**src/hdl/efi_pkg.sv**
```systemverilog
// Shared types and constants for the escape-time fractal iterator.
// Used by the iteration core, the top level and the testbench.
package efi_pkg;

    localparam int COORD_FRAC_BITS = 28;
    localparam int ESC_EXP = 2 * COORD_FRAC_BITS + 2;
    localparam bit NEVER_ESC = (ESC_EXP >= 64);
    localparam logic [63:0] ESC_LIMIT = NEVER_ESC ? 64'd0 : (64'd1 << ESC_EXP);

    localparam logic [1:0] KIND_MANDEL = 2'd0;
    localparam logic [1:0] KIND_JULIA  = 2'd1;
    localparam logic [1:0] KIND_SHIP   = 2'd2;

    localparam logic [7:0] REG_KIND       = 8'd0;
    localparam logic [7:0] REG_STEP_LIMIT = 8'd1;
    localparam logic [7:0] REG_JC_REAL    = 8'd2;
    localparam logic [7:0] REG_JC_IMAG    = 8'd3;

    typedef struct packed {
        logic [1:0]         kind;
        logic [15:0]        step_limit;
        logic signed [31:0] jc_real;
        logic signed [31:0] jc_imag;
    } cfg_t;

    typedef struct packed {
        logic        valid;
        logic [15:0] count;
        logic        escaped;
    } res_t;

endpackage

```
**src/hdl/efi_mul.sv**
```systemverilog
// Shared signed 33 x 33 multiplier with a registered product.
// Depends on nothing but the clock.
module efi_mul (
    input  logic               aclk,
    input  logic signed [32:0] a,
    input  logic signed [32:0] b,
    output logic signed [65:0] p_reg
);

    always_ff @(posedge aclk) begin
        p_reg <= a * b;
    end

endmodule

```
**src/hdl/efi_core.sv**
```systemverilog
// Iteration sequencer and datapath around one shared multiplier.
// Depends on efi_pkg and efi_mul.
module efi_core
    import efi_pkg::*;
(
    input  logic               aclk,
    input  logic               aresetn,
    input  logic               start,
    input  logic signed [31:0] point_real,
    input  logic signed [31:0] point_imag,
    input  cfg_t               cfg,
    input  logic               res_ready,
    output logic               idle,
    output res_t               res
);

    typedef enum logic [2:0] {
        ST_IDLE, ST_SQR_R, ST_SQR_I, ST_CROSS, ST_UPDATE, ST_DONE
    } state_t;

    state_t             state_reg, state_next;
    logic signed [31:0] zr_reg, zr_next, zi_reg, zi_next;
    logic signed [31:0] cr_reg, cr_next, ci_reg, ci_next;
    logic               ship_reg, ship_next;
    logic [15:0]        step_reg, step_next;
    logic [63:0]        sq_r_reg, sq_r_next, sq_i_reg, sq_i_next;
    logic [15:0]        count_reg, count_next;
    logic               esc_reg, esc_next;

    logic signed [32:0] zr_op, zi_op, mul_a, mul_b;
    logic signed [65:0] prod;
    logic [63:0]        mag;
    logic signed [63:0] diff, sh_r, sh_i;
    logic signed [64:0] sum_r, sum_i;
    logic signed [31:0] new_r, new_i;

    function automatic logic signed [31:0] sat32(input logic signed [64:0] v);
        logic signed [31:0] r;
        if (v[64:31] == '0 || v[64:31] == '1) begin
            r = v[31:0];
        end else if (v[64]) begin
            r = {1'b1, 31'd0};
        end else begin
            r = {1'b0, {31{1'b1}}};
        end
        return r;
    endfunction

    efi_mul u_mul (
        .aclk  (aclk),
        .a     (mul_a),
        .b     (mul_b),
        .p_reg (prod)
    );

    always_comb begin
        zr_op = {zr_reg[31], zr_reg};
        zi_op = {zi_reg[31], zi_reg};
        if (ship_reg && zr_reg[31]) begin
            zr_op = -zr_op;
        end
        if (ship_reg && zi_reg[31]) begin
            zi_op = -zi_op;
        end
        case (state_reg)
            ST_SQR_R: begin
                mul_a = zr_op;
                mul_b = zr_op;
            end
            ST_SQR_I: begin
                mul_a = zi_op;
                mul_b = zi_op;
            end
            default: begin
                mul_a = zr_op;
                mul_b = zi_op;
            end
        endcase
    end

    assign mag   = sq_r_reg + prod[63:0];
    assign diff  = $signed(sq_r_reg) - $signed(sq_i_reg);
    assign sh_r  = diff >>> COORD_FRAC_BITS;
    assign sh_i  = $signed(prod[63:0]) >>> (COORD_FRAC_BITS - 1);
    assign sum_r = {sh_r[63], sh_r} + {{33{cr_reg[31]}}, cr_reg};
    assign sum_i = {sh_i[63], sh_i} + {{33{ci_reg[31]}}, ci_reg};
    assign new_r = sat32(sum_r);
    assign new_i = sat32(sum_i);

    always_comb begin
        state_next = state_reg;
        zr_next    = zr_reg;
        zi_next    = zi_reg;
        cr_next    = cr_reg;
        ci_next    = ci_reg;
        ship_next  = ship_reg;
        step_next  = step_reg;
        sq_r_next  = sq_r_reg;
        sq_i_next  = sq_i_reg;
        count_next = count_reg;
        esc_next   = esc_reg;
        case (state_reg)
            ST_IDLE: begin
                if (start) begin
                    ship_next = (cfg.kind == KIND_SHIP);
                    step_next = '0;
                    if (cfg.kind == KIND_JULIA) begin
                        zr_next = point_real;
                        zi_next = point_imag;
                        cr_next = cfg.jc_real;
                        ci_next = cfg.jc_imag;
                    end else begin
                        zr_next = '0;
                        zi_next = '0;
                        cr_next = point_real;
                        ci_next = point_imag;
                    end
                    state_next = ST_SQR_R;
                end
            end
            ST_SQR_R: begin
                state_next = ST_SQR_I;
            end
            ST_SQR_I: begin
                sq_r_next  = prod[63:0];
                state_next = ST_CROSS;
            end
            ST_CROSS: begin
                sq_i_next = prod[63:0];
                if (step_reg != '0 && !NEVER_ESC && mag > ESC_LIMIT) begin
                    count_next = step_reg - 16'd1;
                    esc_next   = 1'b1;
                    state_next = ST_DONE;
                end else if (step_reg == cfg.step_limit) begin
                    count_next = cfg.step_limit;
                    esc_next   = 1'b0;
                    state_next = ST_DONE;
                end else begin
                    state_next = ST_UPDATE;
                end
            end
            ST_UPDATE: begin
                zr_next    = new_r;
                zi_next    = new_i;
                step_next  = step_reg + 16'd1;
                state_next = ST_SQR_R;
            end
            ST_DONE: begin
                if (res_ready) begin
                    state_next = ST_IDLE;
                end
            end
            default: begin
                state_next = ST_IDLE;
            end
        endcase
    end

    always_ff @(posedge aclk) begin
        if (!aresetn) begin
            state_reg <= ST_IDLE;
        end else begin
            state_reg <= state_next;
        end
        zr_reg    <= zr_next;
        zi_reg    <= zi_next;
        cr_reg    <= cr_next;
        ci_reg    <= ci_next;
        ship_reg  <= ship_next;
        step_reg  <= step_next;
        sq_r_reg  <= sq_r_next;
        sq_i_reg  <= sq_i_next;
        count_reg <= count_next;
        esc_reg   <= esc_next;
    end

    assign idle        = (state_reg == ST_IDLE);
    assign res.valid   = (state_reg == ST_DONE);
    assign res.count   = count_reg;
    assign res.escaped = esc_reg;

endmodule

```
**src/hdl/escape_time_fractal_iterator_top.sv**
```systemverilog
// Top level of the escape-time fractal iterator: configuration registers,
// input handshake and output register. Depends on efi_pkg and efi_core.
//
// Usage:
// The s_ channel takes one complex point per item (signed Q4.28 parts).
// The m_ channel returns one item per point: the step index at which
// |z|^2 first exceeded four with m_escaped set, or max_iterations with
// m_escaped clear. The cfg_ channel writes the kind, the step limit and
// the Julia constant; cfg_ready is always high, unknown indexes are dropped.
// One shared multiplier does three products per step, so a step passes
// through ST_SQR_R, ST_SQR_I, ST_CROSS and ST_UPDATE. One point is in
// flight at a time; s_ready is high only while the core is idle, and the
// core returns to idle as the previous result enters the output register.
// A finished result sits in the output register, and the next point is
// accepted while it waits. If the receiver stalls, the core holds its next
// result in ST_DONE until the register frees, accepting no point meanwhile.
// Reset empties the pipeline and restores kind Mandelbrot, a limit of 100
// and a zero Julia constant.
module escape_time_fractal_iterator_top
    import efi_pkg::*;
(
    input  logic               aclk,
    input  logic               aresetn,
    input  logic               s_valid,
    output logic               s_ready,
    input  logic signed [31:0] s_point_real,
    input  logic signed [31:0] s_point_imag,
    output logic               m_valid,
    input  logic               m_ready,
    output logic [15:0]        m_iteration_count,
    output logic               m_escaped,
    input  logic               cfg_valid,
    output logic               cfg_ready,
    input  logic [7:0]         cfg_index,
    input  logic [31:0]        cfg_data
);

    cfg_t        cfg_reg;
    logic        m_valid_reg;
    logic [15:0] count_reg;
    logic        esc_reg;
    logic        core_idle;
    logic        out_free;
    res_t        core_res;

    assign cfg_ready = 1'b1;
    assign out_free  = !m_valid_reg || m_ready;
    assign s_ready   = core_idle;

    efi_core u_core (
        .aclk       (aclk),
        .aresetn    (aresetn),
        .start      (s_valid),
        .point_real (s_point_real),
        .point_imag (s_point_imag),
        .cfg        (cfg_reg),
        .res_ready  (out_free),
        .idle       (core_idle),
        .res        (core_res)
    );

    always_ff @(posedge aclk) begin
        if (!aresetn) begin
            cfg_reg.kind       <= KIND_MANDEL;
            cfg_reg.step_limit <= 16'd100;
            cfg_reg.jc_real    <= '0;
            cfg_reg.jc_imag    <= '0;
            m_valid_reg        <= 1'b0;
        end else begin
            if (cfg_valid) begin
                case (cfg_index)
                    REG_KIND:       cfg_reg.kind       <= cfg_data[1:0];
                    REG_STEP_LIMIT: cfg_reg.step_limit <= cfg_data[15:0];
                    REG_JC_REAL:    cfg_reg.jc_real    <= cfg_data;
                    REG_JC_IMAG:    cfg_reg.jc_imag    <= cfg_data;
                    default: begin
                    end
                endcase
            end
            if (out_free) begin
                m_valid_reg <= core_res.valid;
            end
        end
        if (out_free && core_res.valid) begin
            count_reg <= core_res.count;
            esc_reg   <= core_res.escaped;
        end
    end

    assign m_valid           = m_valid_reg;
    assign m_iteration_count = count_reg;
    assign m_escaped         = esc_reg;

    a_busy_after_accept: assert property (@(posedge aclk) disable iff (!aresetn)
        s_valid && s_ready |=> !s_ready)
        else $error("core still idle after taking an item");

    a_out_from_core: assert property (@(posedge aclk) disable iff (!aresetn)
        $rose(m_valid) |-> $past(core_res.valid))
        else $error("output register loaded without a core result");

    a_no_lost_result: assert property (@(posedge aclk) disable iff (!aresetn)
        core_res.valid && !out_free |=> core_res.valid)
        else $error("core result dropped while output register full");

endmodule

```
**config.mk**
```make
export PLATFORM = sky130hd
export DESIGN_NAME = escape_time_fractal_iterator_top
export DESIGN_NICKNAME = d
export VERILOG_FILES = /design/src/hdl/efi_pkg.sv /design/src/hdl/efi_mul.sv /design/src/hdl/efi_core.sv /design/src/hdl/escape_time_fractal_iterator_top.sv
export SDC_FILE = /design/constraint.sdc
export NUM_CORES = 2
export LEC_CHECK = 0
export BUFFER_PORTS_ARGS = -buffer_cell sky130_fd_sc_hd__buf_2
export CAP_MARGIN = 10
export CORE_MARGIN = 1
export CORE_UTILIZATION = 35
export CTS_CLUSTER_DIAMETER = 120
export DETAILED_ROUTE_END_ITERATION = 16
export PLACE_DENSITY_LB_ADDON = 0.3
export SYNTH_ARGS = -nofsm -noshare
export SYNTH_HDL_FRONTEND = slang
export SYNTH_SLANG_ARGS = --single-unit
export TNS_END_PERCENT = 50
```
**constraint.sdc**
```tcl
create_clock -name aclk -period 14.6 [get_ports aclk]
set_input_delay 3.65 -clock aclk [delete_from_list [all_inputs] [get_ports aclk]]
set_output_delay 3.65 -clock aclk [all_outputs]
set_load 0.005 [all_outputs]
```
Word level (Yosys, flattened, before mapping)
Index checks and enable logic that the tools add are counted.
W data, S select, Z words.
{"block": "classes", "eq_ne": 15, "add_sub_neg": 8, "reduce_logical": 23, "n_mul": 1, "magnitude_cmp": 1, "muxes": 26}
{"cell": "$mux W32", "count": 10}
{"cell": "$mux W33", "count": 4}
{"cell": "$pmux W32 S2", "count": 2}
{"cell": "$eq A34 B34 Y1 const B", "count": 2}
{"cell": "$logic_not A34 Y1", "count": 2}
{"cell": "$neg A32 Y33", "count": 2}
{"cell": "$add A64 B64 Y64", "count": 1}
{"cell": "$gt A64 B59 Y1 const B", "count": 1}
{"cell": "$mul A33 B33 Y64", "count": 1}
{"cell": "$sub A64 B64 Y64", "count": 1}
{"cell": "$mux W16", "count": 3}
{"cell": "$add A37 B32 Y38", "count": 1}
{"cell": "$add A36 B32 Y37", "count": 1}
{"cell": "$pmux W16 S2", "count": 1}
{"cell": "$pmux W3 S6", "count": 1}
{"cell": "$add A16 B1 Y16 const B", "count": 1}
{"cell": "$eq A16 B16 Y1", "count": 1}
{"cell": "$eq A8 B2 Y1 const B", "count": 2}
{"cell": "$reduce_and A2 Y1", "count": 8}
{"cell": "$reduce_bool A16 Y1", "count": 1}
{"cell": "$sub A16 B1 Y16 const B", "count": 1}
{"cell": "$mux W3", "count": 3}
{"cell": "$eq A8 B1 Y1 const B", "count": 1}
{"cell": "$logic_not A8 Y1", "count": 1}
{"cell": "other kinds (12)", "count": 22}
{"block": "word_totals", "ff_bits": 457, "elab_cells": 93, "input_bits": 109, "out_inout_bits": 20}

Longest topological paths before layout
{"block": "depth", "word_depth": 6, "mapped_depth": 41}

Modules after synthesis
Synthesis repeated with hierarchy kept, for this count alone.
{"block": "unflattened", "cells_unflattened": 7244, "area_unflattened_um2": 68669.6}
{"mod": "efi_mul", "instances": 1, "cells_per_inst": 4261, "area_per_inst_um2": 40141.0, "seq_area_each_um2": 1321.3}
{"mod": "efi_core", "instances": 1, "cells_per_inst": 2650, "area_per_inst_um2": 24835.1, "seq_area_each_um2": 8768.4}
{"mod": "escape_time_fractal_iterator_top", "instances": 1, "cells_per_inst": 333, "area_per_inst_um2": 3693.5, "seq_area_each_um2": 2172.1}

Least setup slack after synthesis
OpenSTA, ideal clock, no wires.
{"block": "synth_path", "path_type": "register to register", "start": "reg u_core.state_reg[2]", "end": "reg u_core.u_mul.p_reg[60]", "setup_time_ns": 0.122, "path_buffers": 5, "setup_slack_ns": 3.354, "path_stages_with_launch": 37, "arrival_ns": 11.124, "required_ns": 14.478, "path_cell_list": "dfxtp_1 > clkbuf_1 > nor2_1 > nand2_1 > inv_1 > clkbuf_1 > clkbuf_1 > clkbuf_1 > nand2_1 > nand2_1 > clkbuf_1 > nor2_1 > fa_1 > inv_1 > fa_1 > fa_1 > fa_1 > inv_1 > fa_1 > fa_1 > fa_1 > inv_1 > fa_1 > inv_1 > ha_1 > a21oi_1 > o211ai_1 > a2111oi_0 > o21ai_0 > o2111ai_1 > a21oi_1 > o21ai_0 > o31ai_1 > a221oi_1 > o21bai_1 > a21o_1 > xor2_1"}
{"block": "synth_via", "elab_chain_len": 3}
{"item": "start, declared", "line_no": "efi_core.sv:21", "source": "state_t state_reg, state_next;"}
{"item": "start signal, assigned", "line_no": "efi_core.sv:163", "source": "state_reg <= state_next;"}
{"item": "$eq A3 B2 Y1 / $eq A3 B1 Y1 (equally long branches)", "line_no": "efi_core.sv:65", "source": "case (state_reg)"}
{"item": "$mux W33", "line_no": "efi_core.sv:65"}
{"item": "$mul A33 B33 Y64 *", "line_no": "efi_mul.sv:11", "source": "p_reg <= a * b;"}
{"item": "end signal, assigned", "line_no": "efi_mul.sv:11"}
{"item": "end, declared", "line_no": "efi_mul.sv:7", "source": "output logic signed [65:0] p_reg"}
Every way passes the cells marked *; elsewhere a longest branch is shown, timed or not.
A chain may end at the register's enable or synchronous reset.

Worst setup path in the final report
{"block": "layout_path", "start": "reg u_core.zr_reg[9]", "end": "reg u_core.u_mul.p_reg[60]"}
{"block": "layout_via", "elab_chain_len": 4}
{"item": "start, declared", "line_no": "efi_core.sv:22", "source": "logic signed [31:0] zr_reg, zr_next, zi_reg, zi_next;"}
{"item": "start signal, assigned", "line_no": "efi_core.sv:165", "source": "zr_reg <= zr_next;"}
{"item": "$neg A32 Y33", "line_no": "efi_core.sv:60", "source": "zr_op = -zr_op;"}
{"item": "$mux W33 *", "line_no": "efi_core.sv:59", "source": "if (ship_reg && zr_reg[31]) begin"}
{"item": "$mux W33", "line_no": "efi_core.sv:65"}
{"item": "$mul A33 B33 Y64 *", "line_no": "efi_mul.sv:11"}
Marks and branches as above.

==> flow_summary.toml <==
[outcome]
outcome = "completed"

[synth]
syn-num-nets = 8980
ys_seq_area_frac = 0.1849
synth_edf_count = 307
synth.distinct_cells = 103
yosys_warnings = 0
synth_area_leaders = "fa_1 34%, edfxtp_1 14%, ha_1 7.8%, inv_1 7.3%, nand2_1 6.7%"
yosys_register_bits = 457
synth.avg_cell_area_um2 = 9.017
async_reset_ff_frac = 0
synth_flop_cell = "edfxtp_1"
netlist_instances = 7329
netlist_area_mm2 = 0.06609
synth_top_area_frac = 0.3417
yosysTopAreaCell = "fa_1"

[route]
top_layer = "met5"
first_pass_iters = 7
dr_wl_met3_um = 18180
wl_per_cell_um = 23.80
routed_wl_um = 234300
viasPerCell = 5.303
wl_met2_um = 103700
drt-initial-drc-count = 4761
dr_total_vias = 52220
ant_nets = 0
wl_met1_um = 96920
drc_errors = 0

[worst_setup_path]
slowest_stage = "and2_1"
cp_common_cell = "fa_1"
cp_top_family = "adder cells"
slowest_delay_ns = 0.78
end_kind = "flip-flop"
crit_arrival_ns = 13.14
cp.buffers_inverters = 5
cp.required_ns = 15.11
start_kind = "flip-flop"
path_max_fanout = 17
worstSetupPathType = "reg -> reg"

[timing]
timing.slew.headroom = 0.1067
fmax_mhz = 79.20
clock_skew_ns = 0.04254
fin_crit_ns = 12.63
setup_slack_ns = 1.974
worstMarginPinSlew_ns = 1.326
rsz0062_at_grt = "no"
whs_ns = 0.4185
drv_slew = 0
setup_tns_ns = 0
setup_viol = 0
timing_hold_violations_final = 0
fin_crit_sh = 0.8648

[floorplanning]
fp-row-count = 159
coreArea_mm2 = 0.1876
dieHeight_um = 436.5
die_x_um = 436.5
io_pins = 129
dieArea_mm2 = 0.1906
start_util = 0.3523

[layout]
final_net_count = 8957
drive_gt1_frac = 0.05732
area_growth_pct = 8.020
final_cell_mix = "1277 x inv_1, 1169 x nand2_1, 1127 x fa_1"
layout_commonest_cell = "inv_1"
largest_register_ffs = 82

[clock_tree]
clk_latency_ns = 0.64
clkTransAtPathRegs_ns = 0.07
cts_hold_buf = 0
cts_tree = "yes"
cts.sinks = 457
cts-root-buf = "clkbuf_16"
numCtsBuffers = 47
post_cts.repair.setup_buffers = 0
cts_buffer_depth = 3
cts_resized = 0
h-tree-depth = 2

[grt]
overflow = 0
grt_use_total = 0.2456
grt_start_max_net_pins = 87
grt_pass1_vias = 53620
antenna_found_initial = 11
grt_pass1_wl_um = 349100

[placement]
globalplace.congestion = 0.9452
io_buffers = 127
dp_hpwl_um = 188000
place_ws_ns = 2.286

[min_path]
min_path_type = "reg -> reg"

[job]
drv_cap = 0
layer usage:
layer,up-vias,track usage
met5,-,0
met1,26480,0.3254
li1,23130,-
met4,16,0.1301
met3,473,0.04276
met2,2111,0.3825
cell families after synthesis:
logic type | count (synthesis) | share of synthesized area
AOI/OAI and AO/OA | 952 | 0.09841
xor gates and xnor gates | 296 | 0.03923
adders and majority gates | 1542 | 0.4201
buffers and inverters | 1592 | 0.09122
DFF | 457 | 0.1849
muxes | 68 | 0.01053
other | 1 | 0.00005674
and+or+nand+nor | 2421 | 0.1556
worst register-to-register path: cells and delay by family, from the launching register on:
kind / cells / cell delay (ns)
buffers and inverters: 5 / 0.30
AO/OA/AOI/OAI: 12 / 3.82
XOR/XNOR: 2 / 0.34
adder cells (fa/ha/maj): 9 / 4.37
flip-flops: 1 / 0.45
AND/OR/NAND/NOR: 8 / 3.25
path summary, 6_finish.rpt:
check	start	slack, ns	cells after the start	endpoint
setup / recovery	u_core.zr_reg[9]$_DFFE_PP_	1.97	36	u_core.u_mul.p_reg[60]$_DFF_P_
hold / removal	u_core.esc_reg$_SDFFCE_PP1P_	0.42	0	m_escaped$_DFFE_PP_
setup reg to reg	u_core.zr_reg[9]$_DFFE_PP_	1.97	36	u_core.u_mul.p_reg[60]$_DFF_P_
hold reg to reg	u_core.esc_reg$_SDFFCE_PP1P_	0.42	0	m_escaped$_DFFE_PP_
synth_stat cells (28+ instances only):
cell,instances
a211oi_1,34
a21boi_0,74
a21o_1,99
a21oi_1,246
a221o_1,63
and2_1,74
and3_1,28
clkbuf_1,282
dfxtp_1,150
edfxtp_1,307
fa_1,1128
ha_1,414
inv_1,1278
mux2i_1,56
nand2_1,1177
nand2b_1,38
nand3_1,79
nand4_1,38
nor2_1,754
nor2b_1,48
nor3_1,79
o21a_1,40
o21ai_0,155
o21bai_1,30
xnor2_1,181
xor2_1,115
stage by stage:
stage / std cells / area [um^2] / utilization
2_1_floorplan: 7329 / 66090 / -
3_3_place_gp: 9751 / 69730 / 0.3717
3_5_place_dp: 9752 / 69740 / 0.3717
4_1_cts: 9840 / 71370 / 0.3804
5_1_grt: 9840 / 71370 / 0.3804
6_report: 9847 / 71390 / 0.3805
cell type report:
type,instances,area (um^2)
fill,19000,116200
multi-input combinational,5280,48100
sequential,457,12220
inverter,1279,4806
tap,2495,3122
timing repair buffer,241,1495
clock buffer,64,1331
clock inverter,24,299.0
antenna,7,17.52
Power is not shown: default switching activity piles up to over one toggle a cycle in this logic, so the estimate is an artifact.
